### src/sv/ds_twr_pkg.sv
// Shared constants and types for the double-sided two-way ranging distance unit.
`default_nettype none

package ds_twr_pkg;

    localparam int STAMP_IN_W = 32;
    localparam int ANCHOR_W   = 8;
    localparam int SCALE_W    = 24;
    localparam int DIST_W     = 31;
    localparam int MUL_SPLIT  = 32;

    localparam logic [SCALE_W-1:0] SCALE_RESET = 24'd307387;
    localparam logic [DIST_W-1:0]  DIST_MAX    = 31'h7FFF_FFFF;

    typedef struct packed {
        logic                valid;
        logic                zero;
        logic                pos;
        logic [ANCHOR_W-1:0] anchor;
    } ctrl_t;

    typedef struct packed {
        logic [ANCHOR_W-1:0] anchor_out;
        logic [DIST_W-1:0]   distance_mm;
        logic                zero_divisor;
    } res_t;

endpackage

`default_nettype wire

### src/sv/ds_twr_obuf.sv
// Output register with a skid entry that decouples the pipeline from the result channel.
`default_nettype none

module ds_twr_obuf (
    input  wire logic             clk,
    input  wire logic             rst_n,
    input  wire logic             push,
    input  wire ds_twr_pkg::res_t push_data,
    output logic                  out_valid,
    input  wire logic             out_ready,
    output ds_twr_pkg::res_t      out_data,
    output logic                  full
);
    import ds_twr_pkg::*;

    logic out_valid_reg;
    logic skid_valid_reg;
    res_t out_reg;
    res_t skid_reg;

    always_ff @(posedge clk or negedge rst_n)
    begin
        if (!rst_n)
        begin
            out_valid_reg  <= 1'b0;
            skid_valid_reg <= 1'b0;
        end
        else if (out_valid_reg && out_ready)
        begin
            if (skid_valid_reg)
            begin
                skid_valid_reg <= 1'b0;
            end
            else
            begin
                out_valid_reg <= push;
            end
        end
        else if (!out_valid_reg)
        begin
            out_valid_reg <= push;
        end
        else if (push)
        begin
            skid_valid_reg <= 1'b1;
        end
    end

    always_ff @(posedge clk)
    begin
        if (out_valid_reg && out_ready && skid_valid_reg)
        begin
            out_reg <= skid_reg;
        end
        else if (push && (!out_valid_reg || out_ready))
        begin
            out_reg <= push_data;
        end

        if (push && out_valid_reg && !out_ready)
        begin
            skid_reg <= push_data;
        end
    end

    assign out_valid = out_valid_reg;
    assign out_data  = out_reg;
    assign full      = skid_valid_reg;

endmodule

`default_nettype wire

### config.mk
export PLATFORM = sky130hd
export DESIGN_NAME = ds_twr_obuf
export DESIGN_NICKNAME = d
export VERILOG_FILES = /design/src/sv/ds_twr_pkg.sv /design/src/sv/ds_twr_obuf.sv
export SDC_FILE = /design/constraint.sdc
export NUM_CORES = 1
export LEC_CHECK = 0
export BUFFER_PORTS_ARGS = -buffer_cell sky130_fd_sc_hd__buf_2
export CAP_MARGIN = 20
export CORE_MARGIN = 10
export CORE_UTILIZATION = 45
export DETAILED_ROUTE_END_ITERATION = 8
export GPL_TIMING_DRIVEN = 0
export PLACE_DENSITY = 0.82
export SLEW_MARGIN = 20
export SYNTH_ARGS = -nofsm -noshare
export SYNTH_HDL_FRONTEND = slang
export SYNTH_SLANG_ARGS = --single-unit
### constraint.sdc
create_clock -name clk -period 4 [get_ports clk]
set_input_delay 0.2 -clock clk [delete_from_list [all_inputs] [get_ports clk]]
set_output_delay 0.2 -clock clk [all_outputs]
set_load 0.01 [all_outputs]
==> impl_metrics.ini <==
[run_status]
outcome = completed

[finish]
regArea_mm2 = 0.00245
n_fill_cell = 487
antenna_cells = 0
finalNetCount = 278
multi_input_area_um2 = 513
drive_above_1_share_pct = 61.1
area_delta_synth_final_pct = 26.6

[logic_synthesis]
syn_nets = 179
synth.top_cell.area_share_pct = 80.7
ys_types = 11
synthFlopType = edfxtp_1
synth_edf_count = 80
synth.cell_area_mm2 = 0.00298
avgSynthCellArea_um2 = 22.0
ys_ff_latch = 82
synthTopCellsByCount = 80 x edfxtp_1, 37 x mux2_2, 4 x a21oi_1, 4 x buf_2, 3 x mux2_1
ys_seq_area_share_pct = 82.4
synthCells = 135
yosys.area.top_type = edfxtp_1
synthTopCellsByArea = edfxtp_1 81%, mux2_2 14%, dfrtp_1 1.7%
synth_most_common_cell = edfxtp_1
synth_warnings = 0
synthArstFlopShare_pct = 2.44

[clock_tree]
clkSinkCount = 82
cts_tree = done
clk_latency_ns = 0.34
cts_buffers = 9
htree_num_levels = 3
cts_max_path_buffers = 2
clk_pin_slew_worst_paths_ns = 0.09
root_buffer = clkbuf_8
cts_resized = 0

[timing]
fmax_ghz = 0.540
finClkSkew_ns = 0.0112
finalSetupTns_ns = 0
hold_viol = 0
fin_crit_ns = 1.85
whs_ns = 0.0403
finalSetupViolCount = 0
slew_headroom_pct = 48.7
maxSlewViolCount = 0
fin_crit_sh_pct = 46.3
tightest_slew_ns = 0.768
rsz0062_at_grt = no

[critical_path]
cp.arrival_ns = 1.90
crit_required_ns = 4.05
crit_path_end_kind = flip-flop
cp_max_fo = 21
crit_path_start_kind = flip-flop
worstSetupPathType = reg -> reg

[die]
start_util_pct = 46.6
die_x_um = 101
io_pins = 86
row_count = 29
die_area_mm2 = 0.0103
core-area_mm2 = 0.00639
die_y_um = 101

[power_and_ir_drop]
p_per_area_mw_per_mm2 = 489
leakage_nw = 1.45
ir_drop_mv = 0.280

[routing]
dr.pass1.iters = 4
ant_nets = 0
routed_wirelength_um = 5940
drtIter0Drc = 61
wire_per_inst_um = 18.8
dr_total_vias = 1529
route.detailed.drc = 0
via_per_inst = 4.84

[global_route]
grt_max_degree = 30
grt_pass1_vias = 1720
grt_usage_pct = 11.6
grt_pass1_wl_um = 9160
antenna_found_initial = 0
grt-ovfl-total = 0

[placement]
dp_hpwl_um = 4300
routabilityCongestion = 0.676
port_buffers = 85

[worst_hold_path]
holdCritPathClass = in -> reg

[flow_run]
cap_violations = 0
[worst max-delay path, stage by stage, from the launching register on]
cell,delay (ns)
dfrtp_1,0.52
a21oi_1,0.16
a21oi_4,0.62
buf_16,0.25
[report_power, final]
group / switching (W) / internal, W
sequential: 0.0000181 / 0.00102
combinational: 0.000111 / 0.0000947
clock: 0.000299 / 0.000295
[layout make-up]
class	instances	area share [%]
tap	77	2.56
timing repair buffer	88	12.8
multi-input combinational	48	13.6
clock buffer	9	3.29
sequential	82	65.1
inverter	1	0.0996
clock inverter	7	2.03
buffer	4	0.531
[worst paths after layout]
path | from | end | slack, ns | depth (start not counted)
worst min register to register | skid_reg[3]$_DFFE_PP_ | out_data[3]$_DFFE_PP_ | 0.54 | 1
min in group asynchronous | rst_n | full$_DFFE_PN0P_ | 0.17 | 2
max in group asynchronous | rst_n | out_valid$_DFFE_PN0P_ | 3.72 | 2
worst max register to register | out_valid$_DFFE_PN0P_ | out_data[33]$_DFFE_PP_ | 2.15 | 3
worst max-delay path | out_valid$_DFFE_PN0P_ | out_data[33]$_DFFE_PP_ | 2.15 | 3
worst min-delay path | push_data[22] | skid_reg[22]$_DFFE_PP_ | 0.04 | 1
[layer usage]
| layer | GRT usage [%] | vias to the layer above | part of all wire [%] |
|---|---|---|---|
| li1 | - | 738 | - |
| met1 | 13.4 | 729 | 42 |
| met2 | 18.7 | 55 | 48 |
| met3 | 4.36 | 7 | 8.4 |
| met4 | 5.79 | 0 | 1.6 |
| met5 | 0 | - | 0 |
[kinds of logic (layout without fill, tap and decap cells)]
kind of cell / Yosys count / count (layout) / share of synthesized area, %
buffers and inverters: 5 / 109 / 0.799
and+or+nand+nor: 3 / 3 / 0.757
DFF: 82 / 82 / 82.4
AOI/OAI and AO/OA: 5 / 5 / 0.925
muxes: 40 / 40 / 15.1
[stage by stage]
stage	cells	power [W]	cell area [um2]	setup slack, ns	utilization [%]
after floorplan	135	0.00117	2980	1.00	-
after global placement	297	0.00125	3500	0.116	54.8
after detailed placement	299	0.00127	3560	2.15	55.7
after CTS	316	0.00187	3770	2.13	59.0
after global routing	316	0.00192	3770	2.01	59.0
final	316	0.00184	3770	2.15	59.0
[cell usage in the layout, fill, tap and decap left out]
cell            n
clkinv_2        1
mux2_1          3
buf_2          89
inv_1           1
buf_16          1
a21oi_4         1
bufinv_16       1
a21oi_1         3
clkinv_1        1
clkinv_4        1
a21o_1          1
inv_6           2
dlygate4sd3_1   1
dfrtp_1         2
and3_2          1
nand3_2         1
inv_8           1
mux2_2         37
nand2b_1        1
edfxtp_1       80
clkbuf_8        9
buf_12          1
[timing repair]
action,CTS,global route
hold buffers,1,0
hold endpoints to repair,2,0
buffers inserted,0,0
No activity file was read; power rests on OpenSTA's default activity.
