[src/sv/ds_twr_pkg.sv]
// Shared constants and types for the double-sided two-way ranging distance unit.
`default_nettype none

package ds_twr_pkg;

    localparam int STAMP_IN_W = 32;
    localparam int ANCHOR_W   = 8;
    localparam int SCALE_W    = 24;
    localparam int DIST_W     = 31;
    localparam int MUL_SPLIT  = 32;

    localparam logic [SCALE_W-1:0] SCALE_RESET = 24'd307387;
    localparam logic [DIST_W-1:0]  DIST_MAX    = 31'h7FFF_FFFF;

    typedef struct packed {
        logic                valid;
        logic                zero;
        logic                pos;
        logic [ANCHOR_W-1:0] anchor;
    } ctrl_t;

    typedef struct packed {
        logic [ANCHOR_W-1:0] anchor_out;
        logic [DIST_W-1:0]   distance_mm;
        logic                zero_divisor;
    } res_t;

endpackage

`default_nettype wire

[src/sv/ds_twr_scale.sv]
// Conversion of the time of flight to millimeters with clamping and saturation.
`default_nettype none

module ds_twr_scale #(
    parameter int QUOT_W    = 64,
    parameter int FRAC_BITS = 16
) (
    input  wire logic                               clk,
    input  wire logic                               rst_n,
    input  wire logic                               en,
    input  wire logic [QUOT_W-1:0]                  quot,
    input  wire ds_twr_pkg::ctrl_t                  ctrl_in,
    input  wire logic [ds_twr_pkg::SCALE_W-1:0]     scale,
    output logic                                    res_valid,
    output ds_twr_pkg::res_t                        res
);
    import ds_twr_pkg::*;

    localparam int TQ = DIST_W + FRAC_BITS;
    localparam int HW = TQ - MUL_SPLIT;
    localparam int PW = TQ + SCALE_W;
    localparam int SW = PW - FRAC_BITS;

    logic                      big;
    logic [TQ-1:0]             tof;

    logic [MUL_SPLIT+SCALE_W-1:0] p_lo_reg;
    logic [HW+SCALE_W-1:0]        p_hi_reg;
    logic                         sat_a_reg;
    ctrl_t                        ctrl_a_reg;

    logic [PW-1:0]                prod_reg, prod_next;
    logic                         sat_b_reg;
    ctrl_t                        ctrl_b_reg;

    logic [SW-1:0]                shifted;
    logic [DIST_W-1:0]            dist_next;
    res_t                         res_reg;
    logic                         res_valid_reg;

    if (QUOT_W > TQ)
    begin : g_wide
        assign big = |quot[QUOT_W-1:TQ];
        assign tof = quot[TQ-1:0];
    end
    else
    begin : g_narrow
        assign big = 1'b0;
        assign tof = TQ'(quot);
    end

    always_ff @(posedge clk)
    begin
        if (en)
        begin
            p_lo_reg  <= tof[MUL_SPLIT-1:0] * scale;
            p_hi_reg  <= tof[TQ-1:MUL_SPLIT] * scale;
            sat_a_reg <= big && (scale != '0);
        end
    end

    assign prod_next = PW'(p_lo_reg) + (PW'(p_hi_reg) << MUL_SPLIT);

    always_ff @(posedge clk)
    begin
        if (en)
        begin
            prod_reg  <= prod_next;
            sat_b_reg <= sat_a_reg;
        end
    end

    assign shifted = prod_reg[PW-1:FRAC_BITS];

    always_comb
    begin
        if (ctrl_b_reg.zero || !ctrl_b_reg.pos)
        begin
            dist_next = '0;
        end
        else if (sat_b_reg || (shifted >= SW'(DIST_MAX)))
        begin
            dist_next = DIST_MAX;
        end
        else
        begin
            dist_next = shifted[DIST_W-1:0];
        end
    end

    always_ff @(posedge clk)
    begin
        if (en)
        begin
            res_reg.anchor_out   <= ctrl_b_reg.anchor;
            res_reg.distance_mm  <= dist_next;
            res_reg.zero_divisor <= ctrl_b_reg.zero;
        end
    end

    always_ff @(posedge clk or negedge rst_n)
    begin
        if (!rst_n)
        begin
            ctrl_a_reg    <= '0;
            ctrl_b_reg    <= '0;
            res_valid_reg <= 1'b0;
        end
        else if (en)
        begin
            ctrl_a_reg    <= ctrl_in;
            ctrl_b_reg    <= ctrl_a_reg;
            res_valid_reg <= ctrl_b_reg.valid;
        end
    end

    assign res_valid = res_valid_reg;
    assign res       = res_reg;

endmodule

`default_nettype wire

[config.mk]
export PLATFORM = sky130hd
export DESIGN_NAME = ds_twr_scale
export DESIGN_NICKNAME = d
export VERILOG_FILES = /design/src/sv/ds_twr_pkg.sv /design/src/sv/ds_twr_scale.sv
export SDC_FILE = /design/constraint.sdc
export NUM_CORES = 2
export LEC_CHECK = 0
export ABC_CLOCK_PERIOD_IN_PS = 3700
export BUFFER_PORTS_ARGS = -buffer_cell sky130_fd_sc_hd__buf_2
export CORE_ASPECT_RATIO = 1.4
export CORE_MARGIN = 1
export CORE_UTILIZATION = 50
export DETAILED_ROUTE_END_ITERATION = 7
export PLACE_DENSITY_LB_ADDON = 0.25
export SLEW_MARGIN = 25
export SYNTH_ARGS = -nofsm -noshare
export SYNTH_HDL_FRONTEND = slang
export SYNTH_SLANG_ARGS = --single-unit
export TNS_END_PERCENT = 100
[constraint.sdc]
create_clock -name clk -period 3.7 [get_ports clk]
set_input_delay 0.74 -clock clk [delete_from_list [all_inputs] [get_ports clk]]
set_output_delay 0.74 -clock clk [all_outputs]
set_load 0.005 [all_outputs]
==> results_dict.tcl <==
set metrics [dict create \
    hold_path.class "primary input to asynchronous set/reset pin" \
    drt_first_pass_iters 5 \
    grt_pass1_vias 36715 \
    dieArea_mm2 0.0879 \
    areaGrowthSynthToFinish_pct 23.3 \
    die_h_um 350 \
    final-seq-area_mm2 0.00586 \
    cts-root-buf "clkbuf_16" \
    pin_count 143 \
    synth_area_mm2 0.0434 \
    h-tree-depth 4 \
    critical_path_class "primary input to flip-flop" \
    fin_nets 6365 \
    slew_viol_final 0 \
    setup_viol 73 \
    cts_buffers 17 \
    die_w_um 251 \
    final_antenna_net_count 0 \
    synth_xor_area_share_pct 2.18 \
    grt_pass1_wl_um 195000 \
    grt-ovfl-total 0 \
    clock_sinks 199 \
    endpoint_kind "flip-flop" \
    cts.hold.buffers_added 0 \
    clock_latency_ns 0.51 \
    synth_edf_count 176 \
    worstRegToRegCells 10 \
    rsz0062_at_grt "true" \
    worstReg2RegStart "p_lo_reg[36]" \
    post-dp-hpwl_um 99000 \
    synth_top_family_by_area "adder cells" \
    worstPathArrival_ns 7.12 \
    grt_max_degree 88 \
    avgSynthCellArea_um2 9.65 \
    ys_seq_elements 199 \
    synth_flop_cell "edfxtp_1" \
    max_freq_mhz 146 \
    vias 32758 \
    drtIter0Drc 1798 \
    synth_compound_area_share_pct 5.30 \
    cts_tree "yes" \
    layout_common_cells "inv_1 (937), fa_1 (892), nand2_1 (603)" \
    fin_worst_skew_ns 0.0219 \
    row_count 127 \
    worstPathMaxFanout 8 \
    cp.required_ns 3.96 \
    antenna_found_initial 9 \
    fill_cells 6825 \
    yosys.area_share.simple_pct 15.5 \
    drive_gt1_share_pct 23.3 \
    synth_seq_area_share_pct 13.5 \
    hold_viol 0 \
    instances_no_fill 6127 \
    post_drt_wl_per_cell_um 20.0 \
    slew-limit-headroom_pct 45.9 \
    postLayoutSetupSlackWorst_ns -3.16 \
    path_clk_slew_ns 0.08 \
    final_common_cell "inv_1" \
    drt_wl_total_um 122000 \
    via_per_inst 5.35 \
    r2r-end "prod_reg[65]" \
    cap_violations 0 \
    dp_slack_ns -3.95 \
    synth.area.mux_share_pct 0.597 \
    async_reset_ff_share_pct 11.6 \
    multi_input_area_mm2 0.0349 \
    gp_congestion 0.915 \
    placed_area_mm2 0.0495 \
    ys_warn_count 0 \
    clockBufferDepth 2 \
    period_share_pct 185 \
    syn_nets 5843 \
    ys_types 67 \
    place_inst 6008 \
    status "finished, violations left" \
    drc 0 \
    port_buffers 142 \
    worst_pin_slew_ns 0.812 \
    grt_usage_pct 29.0 \
    r2r_slack_ns 0.29 \
    tns_ns -179.12 \
    violations "setup timing" \
    synth-adder-area-share_pct 52.3 \
    cp-start-kind "primary input" \
    largest_reg_flops 55 \
    final_area_mm2 0.0535 \
    syn_inst 4494 \
    coreArea_mm2 0.0858 \
    start_util_pct 50.5 \
    min_period_ns 6.86 \
]
==> through the flow <==
step	hold WS [ns]	util, %
floorplan	0.400	-
global placement	0.401	57.6
detailed placement	0.405	57.6
CTS	0.208	61.2
global route	0.252	62.3
finish	0.217	62.3
==> cell usage after synthesis (all sizes together), types with 35 or more instances <==
| master | n | area share, % |
|---|---|---|
| inv | 993 | 8.6 |
| fa | 942 | 43 |
| nand2 | 635 | 5.5 |
| and2 | 548 | 7.9 |
| ha | 305 | 8.8 |
| clkbuf | 226 | 2.0 |
| edfxtp | 176 | 12 |
| a21oi | 110 | 1.3 |
| xnor2 | 73 | 1.5 |
| nor2 | 51 | 0.45 |
| o21ai | 50 | 0.59 |
| a21o | 42 | 0.73 |
| o21a | 41 | 0.71 |
| xor2 | 35 | 0.71 |
==> area by class of cell <==
cell class / instances / area share (%)
Multi-Input combinational cell: 3072 / 65.3
Timing Repair Buffer: 733 / 13.0
Antenna cell: 2 / 0.00936
Sequential cell: 199 / 11.0
Tap cell: 1096 / 2.56
Clock buffer: 21 / 0.922
Clock inverter: 11 / 0.234
Inverter: 993 / 6.97
==> per-layer routing <==
metal	GRT usage (%)	routed length, um
met1	34.0	45900
met2	52.4	63000
met3	4.41	7310
met4	13.1	6190
met5	0	50
==> critical path, cell delays in order <==
cell and delay (ns):
buf_12 0.13, buf_16 0.14, buf_6 0.11, and2_4 0.15, fa_2 0.43, fa_1 0.51, inv_2 0.04, fa_1 0.48
fa_1 0.51, inv_2 0.04, fa_1 0.48, fa_1 0.54, inv_2 0.04, fa_1 0.51, inv_2 0.05, ha_4 0.28
nand4_1 0.16, nor2_1 0.22, a22oi_2 0.13, buf_4 0.16, a21oi_4 0.15, o2111ai_4 0.16, buf_12 0.17, a311oi_4 0.26
nor4b_2 0.09, a311o_1 0.29, xnor2_1 0.12
==> how the worst max path moves through the flow <==
stage | from | to | slack, ns | depth (start not counted)
after floorplan | scale[1] | p_lo_reg[51] | -3.22 | 25
after global placement | scale[14] | p_lo_reg[51] | -3.83 | 26
after detailed placement | scale[8] | p_lo_reg[51] | -3.95 | 24
after CTS | quot[20] | p_lo_reg[51] | -3.04 | 22
after global routing | scale[5] | p_lo_reg[51] | -3.31 | 27
final | scale[6] | p_lo_reg[51] | -3.16 | 27
==> cell families (layout without fill, tap and decap cells) <==
| group | count (synthesis) | after routing |
|---|---|---|
| compound gates | 344 | 344 |
| xor+xnor | 108 | 108 |
| mux | 23 | 23 |
| flops | 199 | 199 |
| buf+inv | 1223 | 1758 |
| fa+ha+maj | 1247 | 1247 |
| other cells | 0 | 2 |
| simple gates | 1350 | 1350 |
==> timing repair <==
action / CTS / global route
buffers inserted: 66 / 38
cloned: 12 / 2
resized for setup: 433 / 204
pin swaps: 170 / 177
endpoints found under the setup margin: 74 / 74
Power is not shown: default switching activity piles up to over one toggle a cycle in this logic, so the estimate is an artifact.
